`src/hdl/fkat_pkg.sv`:
```
// Package: shared types, constants and command/status structs of the flow table.
`timescale 1ns / 1ps
package fkat_pkg;
  localparam int TableDepth = 256;
  localparam int IdxW = (TableDepth > 1) ? $clog2(TableDepth) : 1;
  localparam int CntW = $clog2(TableDepth + 1);

  typedef enum logic [2:0] {
    ST_UPDATED  = 3'd0,
    ST_INSERTED = 3'd1,
    ST_FULL     = 3'd2,
    ST_DRAINED  = 3'd3,
    ST_EMPTY    = 3'd4
  } status_t;

  localparam logic [0:0] REG_SCALE_A = 1'b0;
  localparam logic [0:0] REG_SCALE_B = 1'b1;

  typedef struct packed {
    logic            load;       // capture input item
    logic            mul_hi;     // register the four 32x32 partial products
    logic            rd_en;      // read entry at rd_idx
    logic [IdxW-1:0] rd_idx;
    logic            wr_en;      // write entry at wr_idx
    logic [IdxW-1:0] wr_idx;
    logic            wr_insert;  // write key and scaled values (else add)
    logic            res_load;   // capture a result
    status_t         res_status;
  } fkat_cmd_t;

  typedef struct packed {
    logic key_match;  // registered entry read matches held key
  } fkat_sts_t;

  typedef struct packed {
    logic        action;
    logic [63:0] key_high;
    logic [63:0] key_low;
    logic [63:0] value_a;
    logic [63:0] value_b;
  } item_t;

  typedef struct packed {
    logic [2:0]  status;
    logic [63:0] out_key_high;
    logic [63:0] out_key_low;
    logic [63:0] total_a;
    logic [63:0] total_b;
  } result_t;
endpackage

```
`src/hdl/fkat_controller.sv`:
```
// Controller: scan sequencer, valid bits and handshake control.
`timescale 1ns / 1ps
module fkat_controller
  import fkat_pkg::*;
(
  input  logic      clk,
  input  logic      rst,
  input  logic      in_valid,
  input  logic      in_action,
  output logic      in_ready,
  output logic      out_valid,
  input  logic      out_ready,
  input  fkat_sts_t sts,
  output fkat_cmd_t cmd
);
  typedef enum logic [2:0] {
    S_IDLE, S_MUL, S_SCAN, S_CHECK, S_DONE, S_OUT
  } state_t;

  state_t          state;
  logic            action;
  logic [CntW-1:0] idx;
  logic [IdxW-1:0] cur;
  logic            have_free;
  logic [IdxW-1:0] free_idx;
  logic [TableDepth-1:0] valid_bits;
  logic            hit;

  assign in_ready = (state == S_IDLE);
  assign cur = idx[IdxW-1:0];
  assign hit = !action && sts.key_match;

  always_comb begin
    cmd = '0;
    cmd.load   = in_valid && in_ready;
    cmd.mul_hi = (state == S_MUL);
    cmd.rd_idx = cur;
    cmd.wr_idx = free_idx;
    case (state)
      S_SCAN: cmd.rd_en = (idx < CntW'(TableDepth)) && valid_bits[cur];
      S_CHECK: begin
        if (hit) begin
          cmd.wr_en      = 1'b1;
          cmd.wr_idx     = cur;
          cmd.res_load   = 1'b1;
          cmd.res_status = ST_UPDATED;
        end else if (action) begin
          cmd.res_load     = 1'b1;
          cmd.res_status   = ST_DRAINED;
        end
      end
      S_DONE: begin
        cmd.res_load = 1'b1;
        if (action) cmd.res_status = ST_EMPTY;
        else if (have_free) begin
          cmd.res_status = ST_INSERTED;
          cmd.wr_en      = 1'b1;
          cmd.wr_insert  = 1'b1;
        end else cmd.res_status = ST_FULL;
      end
      default: ;
    endcase
  end

  // free entries are scanned one per cycle; a valid entry is read in S_SCAN, then checked in S_CHECK
  always_ff @(posedge clk) begin
    if (rst) begin
      state      <= S_IDLE;
      valid_bits <= '0;
      out_valid  <= 1'b0;
      idx        <= '0;
      have_free  <= 1'b0;
      free_idx   <= '0;
      action     <= 1'b0;
    end else begin
      case (state)
        S_IDLE: if (in_valid) begin
          action    <= in_action;
          idx       <= '0;
          have_free <= 1'b0;
          state     <= S_MUL;
        end
        S_MUL: state <= S_SCAN;
        S_SCAN: begin
          if (idx == CntW'(TableDepth)) state <= S_DONE;
          else if (valid_bits[cur]) state <= S_CHECK;
          else begin
            if (!have_free) begin
              have_free <= 1'b1;
              free_idx  <= cur;
            end
            idx <= idx + 1'b1;
          end
        end
        S_CHECK: begin
          if (action) begin
            valid_bits[cur] <= 1'b0;
            out_valid <= 1'b1;
            state     <= S_OUT;
          end else if (hit) begin
            out_valid <= 1'b1;
            state     <= S_OUT;
          end else begin
            idx   <= idx + 1'b1;
            state <= S_SCAN;
          end
        end
        S_DONE: begin
          if (!action && have_free) valid_bits[free_idx] <= 1'b1;
          out_valid <= 1'b1;
          state     <= S_OUT;
        end
        S_OUT: if (out_ready) begin
          out_valid <= 1'b0;
          state     <= S_IDLE;
        end
        default: state <= S_IDLE;
      endcase
    end
  end
endmodule

```
`config.mk`:
```
export PLATFORM = sky130hd
export DESIGN_NAME = fkat_controller
export DESIGN_NICKNAME = d
export VERILOG_FILES = /design/src/hdl/fkat_pkg.sv /design/src/hdl/fkat_controller.sv
export SDC_FILE = /design/constraint.sdc
export NUM_CORES = 1
export LEC_CHECK = 0
export BUFFER_PORTS_ARGS = -buffer_cell sky130_fd_sc_hd__buf_2
export CORE_AREA = 2 2 168 170
export DETAILED_ROUTE_END_ITERATION = 10
export DIE_AREA = 0 0 170 172
export PLACE_DENSITY = 0.65
export SETUP_SLACK_MARGIN = 0.15
export SKIP_LAST_GASP = 1
export SLEW_MARGIN = 10
export SYNTH_ARGS = -nofsm -noshare
export SYNTH_HDL_FRONTEND = slang
export SYNTH_SLANG_ARGS = --single-unit
```
`constraint.sdc`:
```
create_clock -name clk -period 5.3 [get_ports clk]
set_input_delay 1.06 -clock clk [delete_from_list [all_inputs] [get_ports clk]]
set_output_delay 1.06 -clock clk [all_outputs]
set_load 0.01 [all_outputs]
```
==> flow_summary.json, run 1 <==
{
  "io_pins": 33,
  "relSlewSlack_pct": 10.79,
  "vias_per_cell": 6.505,
  "drt_iter0_drc": 1831,
  "synth_top_cell_by_area": "dfxtp_1",
  "grt_max_degree": 107,
  "seqCellArea_um2": 5592,
  "dp_hpwl_mm": 28.52,
  "fillerInstances": 2534,
  "initial_core_util_pct": 48.98,
  "period_share_pct": 92.25,
  "r2r.worst_path.cells": 8,
  "setup_viol": 0,
  "die_w_um": 170,
  "power.density_nw_per_um2": 350.7,
  "ys_top_cells_by_area": "dfxtp_1 (42%), a21oi_1 (10%), o21ai_0 (7.9%)",
  "criticalPathCategory": "register to output pin",
  "ys_ff_latch": 279,
  "outcome": "complete, no violations",
  "yosys.cell_count.top_type": "a21oi_1",
  "finalWirelength_mm": 47.46,
  "area_growth_pct": 9.483,
  "ys_warn_count": 0,
  "cts_resized": 0,
  "gr-total-overflow": 0,
  "h-tree-depth": 1,
  "core-area_um2": 27480,
  "ys_async_sr_fraction_pct": 0,
  "drv_slew": 0,
  "clk_pin_slew_ns": 0.06,
  "finalHoldViolations": 0,
  "worstPathRequired_ns": 4.24,
  "dieArea_um2": 29240,
  "crit_arrival_ns": 3.83,
  "clockBufferDepth": 3,
  "synth_edf_count": 0,
  "rows": 61,
  "diodes": 0,
  "hold_buffers": 0,
  "tightest_slew_ns": 1.337,
  "fin_tns_setup_ns": 0,
  "ys_seq_area_share_pct": 41.50,
  "p_leak_nw": 4.719,
  "die_h_um": 172,
  "synth.avg_cell_area_um2": 8.142,
  "peakVddDrop_mv": 0.2800,
  "cts_tree": "yes",
  "yosys-top-cells-count": "a21oi_1 (280), dfxtp_1 (279), nand2_1 (268)",
  "synth_cell_types": 56,
  "grt_pass1_wl_mm": 70.90,
  "drive_above_1_share_pct": 11.53,
  "start_kind": "register",
  "synthCells": 1653,
  "hold_depth": 2,
  "max_cap_viol_count": 0,
  "wl_per_cell_um": 24.33,
  "placed_area_um2": 13700,
  "clock_sinks": 279,
  "drc": 0,
  "synth-main-ff-cell": "dfxtp_1",
  "post_cts_buffers": 0,
  "hold_path_class": "register to register",
  "rsz0062_at_grt": "false",
  "synthDominantCellAreaShare_pct": 41.50,
  "drtAntennaViolNets": 0,
  "fin_crit_ns": 4.889,
  "netlist_area_um2": 13460,
  "syn_nets": 1663,
  "cts-root-buf": "clkbuf_16",
  "multi_input_area_um2": 7269,
  "num_vias": 12690,
  "fmax_ghz": 0.2045,
  "fin_nets": 1593,
  "track_usage_pct": 31.90,
  "cp_max_fo": 37,
  "postLayoutCellArea_um2": 14730,
  "numCtsBuffers": 30,
  "antenna_found_initial": 0,
  "io_buffers": 32,
  "critPathCaptureType": "output pin",
  "place_congestion": 0.9068,
  "drt-pass1-iter-count": 5,
  "grt_pass1_vias": 11390,
  "clk_latency_ns": 0.56,
  "fin_skew_ns": 0.01263
}
## layout by cell type (no fill, tap or decap), types with 3 or more instances in the layout
| cell | instances |
|---|---|
| nand2b_1 | 29 |
| or2_2 | 3 |
| or3_1 | 6 |
| mux4_2 | 43 |
| a22o_1 | 4 |
| ha_1 | 4 |
| o21ai_0 | 213 |
| buf_4 | 25 |
| mux2_2 | 9 |
| nor2_1 | 80 |
| a22oi_1 | 19 |
| nor4_1 | 4 |
| and2_1 | 7 |
| clkbuf_8 | 11 |
| a21oi_1 | 280 |
| mux4_1 | 5 |
| a31oi_1 | 4 |
| clkbuf_16 | 31 |
| nand2_1 | 268 |
| nand3_1 | 23 |
| clkinv_2 | 5 |
| nor3_1 | 67 |
| buf_2 | 31 |
| nand4_1 | 11 |
| nor2b_1 | 9 |
| mux2i_1 | 58 |
| dfxtp_1 | 276 |
| o31ai_1 | 3 |
| and3_1 | 6 |
| clkbuf_1 | 4 |
| and2_0 | 7 |
| nor3_4 | 8 |
| inv_1 | 8 |
## layer usage
metal | GRT usage (%) | routed length, µm
met1 | 44.55 | 19290
met3 | 5.470 | 5001
met2 | 49.39 | 21210
met4 | 12.67 | 1963
met5 | 0 | 0
## metrics by stage
step	std cells	util [%]	total power, mW	setup WS [ns]	hold slack, ns
global placement	1897	49.86	3.012	1.154	0.4542
floorplan	1653	-	2.854	1.317	0.4462
detailed placement	1897	49.86	3.018	1.071	0.4645
CTS	1951	53.61	5.167	0.4686	0.4738
finish	1951	53.62	5.167	0.4110	0.4750
global route	1951	53.62	5.324	0.2025	0.4914
## kinds of logic after synthesis
logic type	synth area share, %
buffers and inverters	5.383
flip-flops	41.50
multiplexers	13.24
adder cells (fa/ha/maj)	0.3719
AO/OA/AOI/OAI	21.49
AND/OR/NAND/NOR	18.01
## registers in the layout, summed over array words and instances (netlist names)
| register | flops |
|---|---|
| action | 1 |
| free_idx | 8 |
| have_free | 1 |
| idx | 9 |
| out_valid | 1 |
| state | 3 |
| valid_bits | 256 |
## power by group
part           switching, mW  total (mW)  internal (mW)
combinational          0.427       0.728          0.300
sequential             0.135        2.26           2.12
clock                  0.884        2.18           1.30
## cell type report
| type | count | share of cell area (%) |
|---|---|---|
| inverter | 9 | 0.2293 |
| clock buffer | 45 | 6.301 |
| clock inverter | 9 | 0.6878 |
| timing repair buffer | 58 | 2.556 |
| tap | 346 | 2.938 |
| sequential | 279 | 37.95 |
| multi-input combinational | 1205 | 49.34 |
## path summary, 6_finish.rpt
path / to / slack, ns / start
worst max register to register: free_idx[4] / 1.33 / idx[1]
worst max-delay path: cmd[22] / 0.41 / idx[3]
worst min register to register: valid_bits[82] / 0.47 / valid_bits[82]
worst min-delay path: valid_bits[82] / 0.47 / valid_bits[82]
## worst max-delay path: stages, from the launching register on
cell and delay (ns):
dfxtp_2 1.02, nor2_1 0.42, a22oi_1 0.30, a21oi_1 0.10, nor4_1 0.38, a21boi_0 0.16
o211ai_1 0.11, buf_4 0.22, nand2_1 0.07, nor4_1 0.27, buf_2 0.19
(Power assumes the default switching activity.)
==> run 2, diff against run 1 <==
CORE_AREA = 5 5 171 173   (was 2 2 168 170)
DIE_AREA = 0 0 176 178   (was 0 0 170 172)
clock period = 6.1 ns   (was 5.3 ns; I/O delays follow)
==> run 2 against run 1 <==
  * Global-route usage down 3.1 points
  * Routed wire length decreased by 2.4%
  * Critical path depth is 1 higher
  * Non-clock buffer count decreased by 1
  * Die area increased by 7.1%
  * Highest routed layer unchanged
  * Clock-buffer cell count fell by 2
  * Final cell count hardly changed
  * Final area about the same
  * First-iteration DRC count shrank 1.0%
  * Largest power group unchanged
==> flow_summary.json, run 2 (synthesized netlist as in run 1, its figures left out) <==
{
  "outcome": "complete, no violations",
  "postLayoutCellArea_um2": 14720,
  "grt.met1_usage_pct": 39.61,
  "reg_top3": "valid_bits (256), idx (9), free_idx (8)",
  "track_usage_pct": 28.80,
  "tightest_slew_ns": 1.292,
  "h-tree-depth": 1,
  "io_buffers": 32,
  "hold_buffers": 0,
  "relSlewSlack_pct": 13.84,
  "diodes": 0,
  "core-area_um2": 27480,
  "final_cell_mix": "a21oi_1 (280), dfxtp_1 (276), nand2_1 (268)",
  "antenna_found_initial": 0,
  "hold_depth": 2,
  "drc": 0,
  "numCtsBuffers": 30,
  "die_h_um": 178,
  "die_w_um": 176,
  "vias_per_cell": 6.526,
  "hold_path_class": "register to register",
  "final_common_cell": "a21oi_1",
  "grt_max_degree": 108,
  "largest_reg_flops": 256,
  "max_cap_viol_count": 0,
  "crit_arrival_ns": 3.82,
  "fin_tns_setup_ns": 0,
  "grt_pass1_wl_mm": 70.86,
  "worstPathRequired_ns": 4.88,
  "area_growth_pct": 9.390,
  "placed_area_um2": 13690,
  "r2r.worst_path.cells": 10,
  "grtUsageMet3_pct": 5.235,
  "dp.cells": 1896,
  "finalWirelength_mm": 46.30,
  "clk_latency_ns": 0.56,
  "fmax_ghz": 0.1986,
  "clock_sinks": 279,
  "drt-pass1-iter-count": 7,
  "finalHoldViolations": 0,
  "cts_resized": 0,
  "rows": 61,
  "fin_crit_ns": 5.036,
  "power.density_nw_per_um2": 303.5,
  "start_kind": "register",
  "num_vias": 12740,
  "setup_viol": 0,
  "grt_pass1_vias": 11810,
  "p_leak_nw": 4.701,
  "clockBufferDepth": 3,
  "gr-total-overflow": 0,
  "peakVddDrop_mv": 0.2692,
  "wl_per_cell_um": 23.72,
  "clk_pin_slew_ns": 0.06,
  "post_cts_buffers": 0,
  "criticalPathCategory": "register to output pin",
  "dp_hpwl_mm": 28.24,
  "dieArea_um2": 31330,
  "initial_core_util_pct": 48.98,
  "place_congestion": 0.9299,
  "period_share_pct": 82.56,
  "busiest_layer": "met2",
  "largest-register": "valid_bits",
  "io_pins": 33,
  "grtUsageMet2_pct": 45.47,
  "fin_nets": 1592,
  "cts-root-buf": "clkbuf_16",
  "cts_tree": "yes",
  "critPathCaptureType": "output pin",
  "cp_max_fo": 51,
  "drive_above_1_share_pct": 11.46,
  "finalPower_mw": 4.468,
  "rsz0062_at_grt": "false",
  "finalNonFillerCells": 1952,
  "drtAntennaViolNets": 0,
  "fin_skew_ns": 0.009886,
  "drt_iter0_drc": 1812,
  "drv_slew": 0
}
==> run 2: changes by cell type in the layout (fill, tap and decap cells not counted) <==
cell	delta
clkinv_4	-1
clkbuf_16	+1
nor3_4	-1
buf_4	-1
inv_6	+1
nor2_2	-2
nor3_2	+1
clkbuf_8	-3
clkinvlp_4	+1
nor2_1	+2
clkinv_2	+3
==> run 2: per-layer routing <==
| layer | part of all wire [%] | wire length (µm) |
|---|---|---|
| met4 | 4.4 | 2018 |
| met5 | 0 | 0 |
| met3 | 11 | 5057 |
| met2 | 44 | 20430 |
| met1 | 41 | 18790 |
==> run 2: layout make-up <==
| class | instances | area, µm² |
|---|---|---|
| clock buffers | 43 | 912.1 |
| fillers | 2536 | 12750 |
| well taps | 346 | 432.9 |
| clock inverters | 13 | 123.9 |
| flip-flops and latches | 279 | 5592 |
| multi-input cells | 1205 | 7258 |
| inverters | 9 | 33.78 |
| repair buffers | 57 | 369.1 |
==> run 2: worst max-delay path, cell delays in order, from the launching register on <==
cell	delay (ns)
dfxtp_4	0.97
buf_12	0.35
mux4_2	0.27
a22oi_1	0.08
a21boi_0	0.25
nor2_1	0.11
a211o_1	0.24
o211ai_1	0.15
buf_4	0.26
nand2_1	0.07
nor4_1	0.23
buf_2	0.18
==> run 2: path summary, 6_finish.rpt <==
path | start | to | slack (ns)
min | valid_bits[20] | valid_bits[20] | 0.47
max | idx[0] | cmd[22] | 1.06
max reg2reg | idx[0] | free_idx[5] | 2.05
min reg2reg | valid_bits[20] | valid_bits[20] | 0.47
==> run 2: power breakdown <==
group	switching [mW]	internal [mW]	leakage [nW]
clock	0.766	1.12	0.514
combinational	0.342	0.255	1.94
sequential	0.139	1.84	2.25
total	1.25	3.22	4.70
==> run 2: stage by stage <==
step | hold slack, ns | utilization (%) | setup WS [ns]
2_1_floorplan | 0.4462 | - | 1.957
3_3_place_gp | 0.4557 | 49.81 | 1.631
3_5_place_dp | 0.4644 | 49.81 | 1.658
4_1_cts | 0.4732 | 53.58 | 1.052
5_1_grt | 0.4911 | 53.58 | 0.8437
6_report | 0.4734 | 53.58 | 1.064
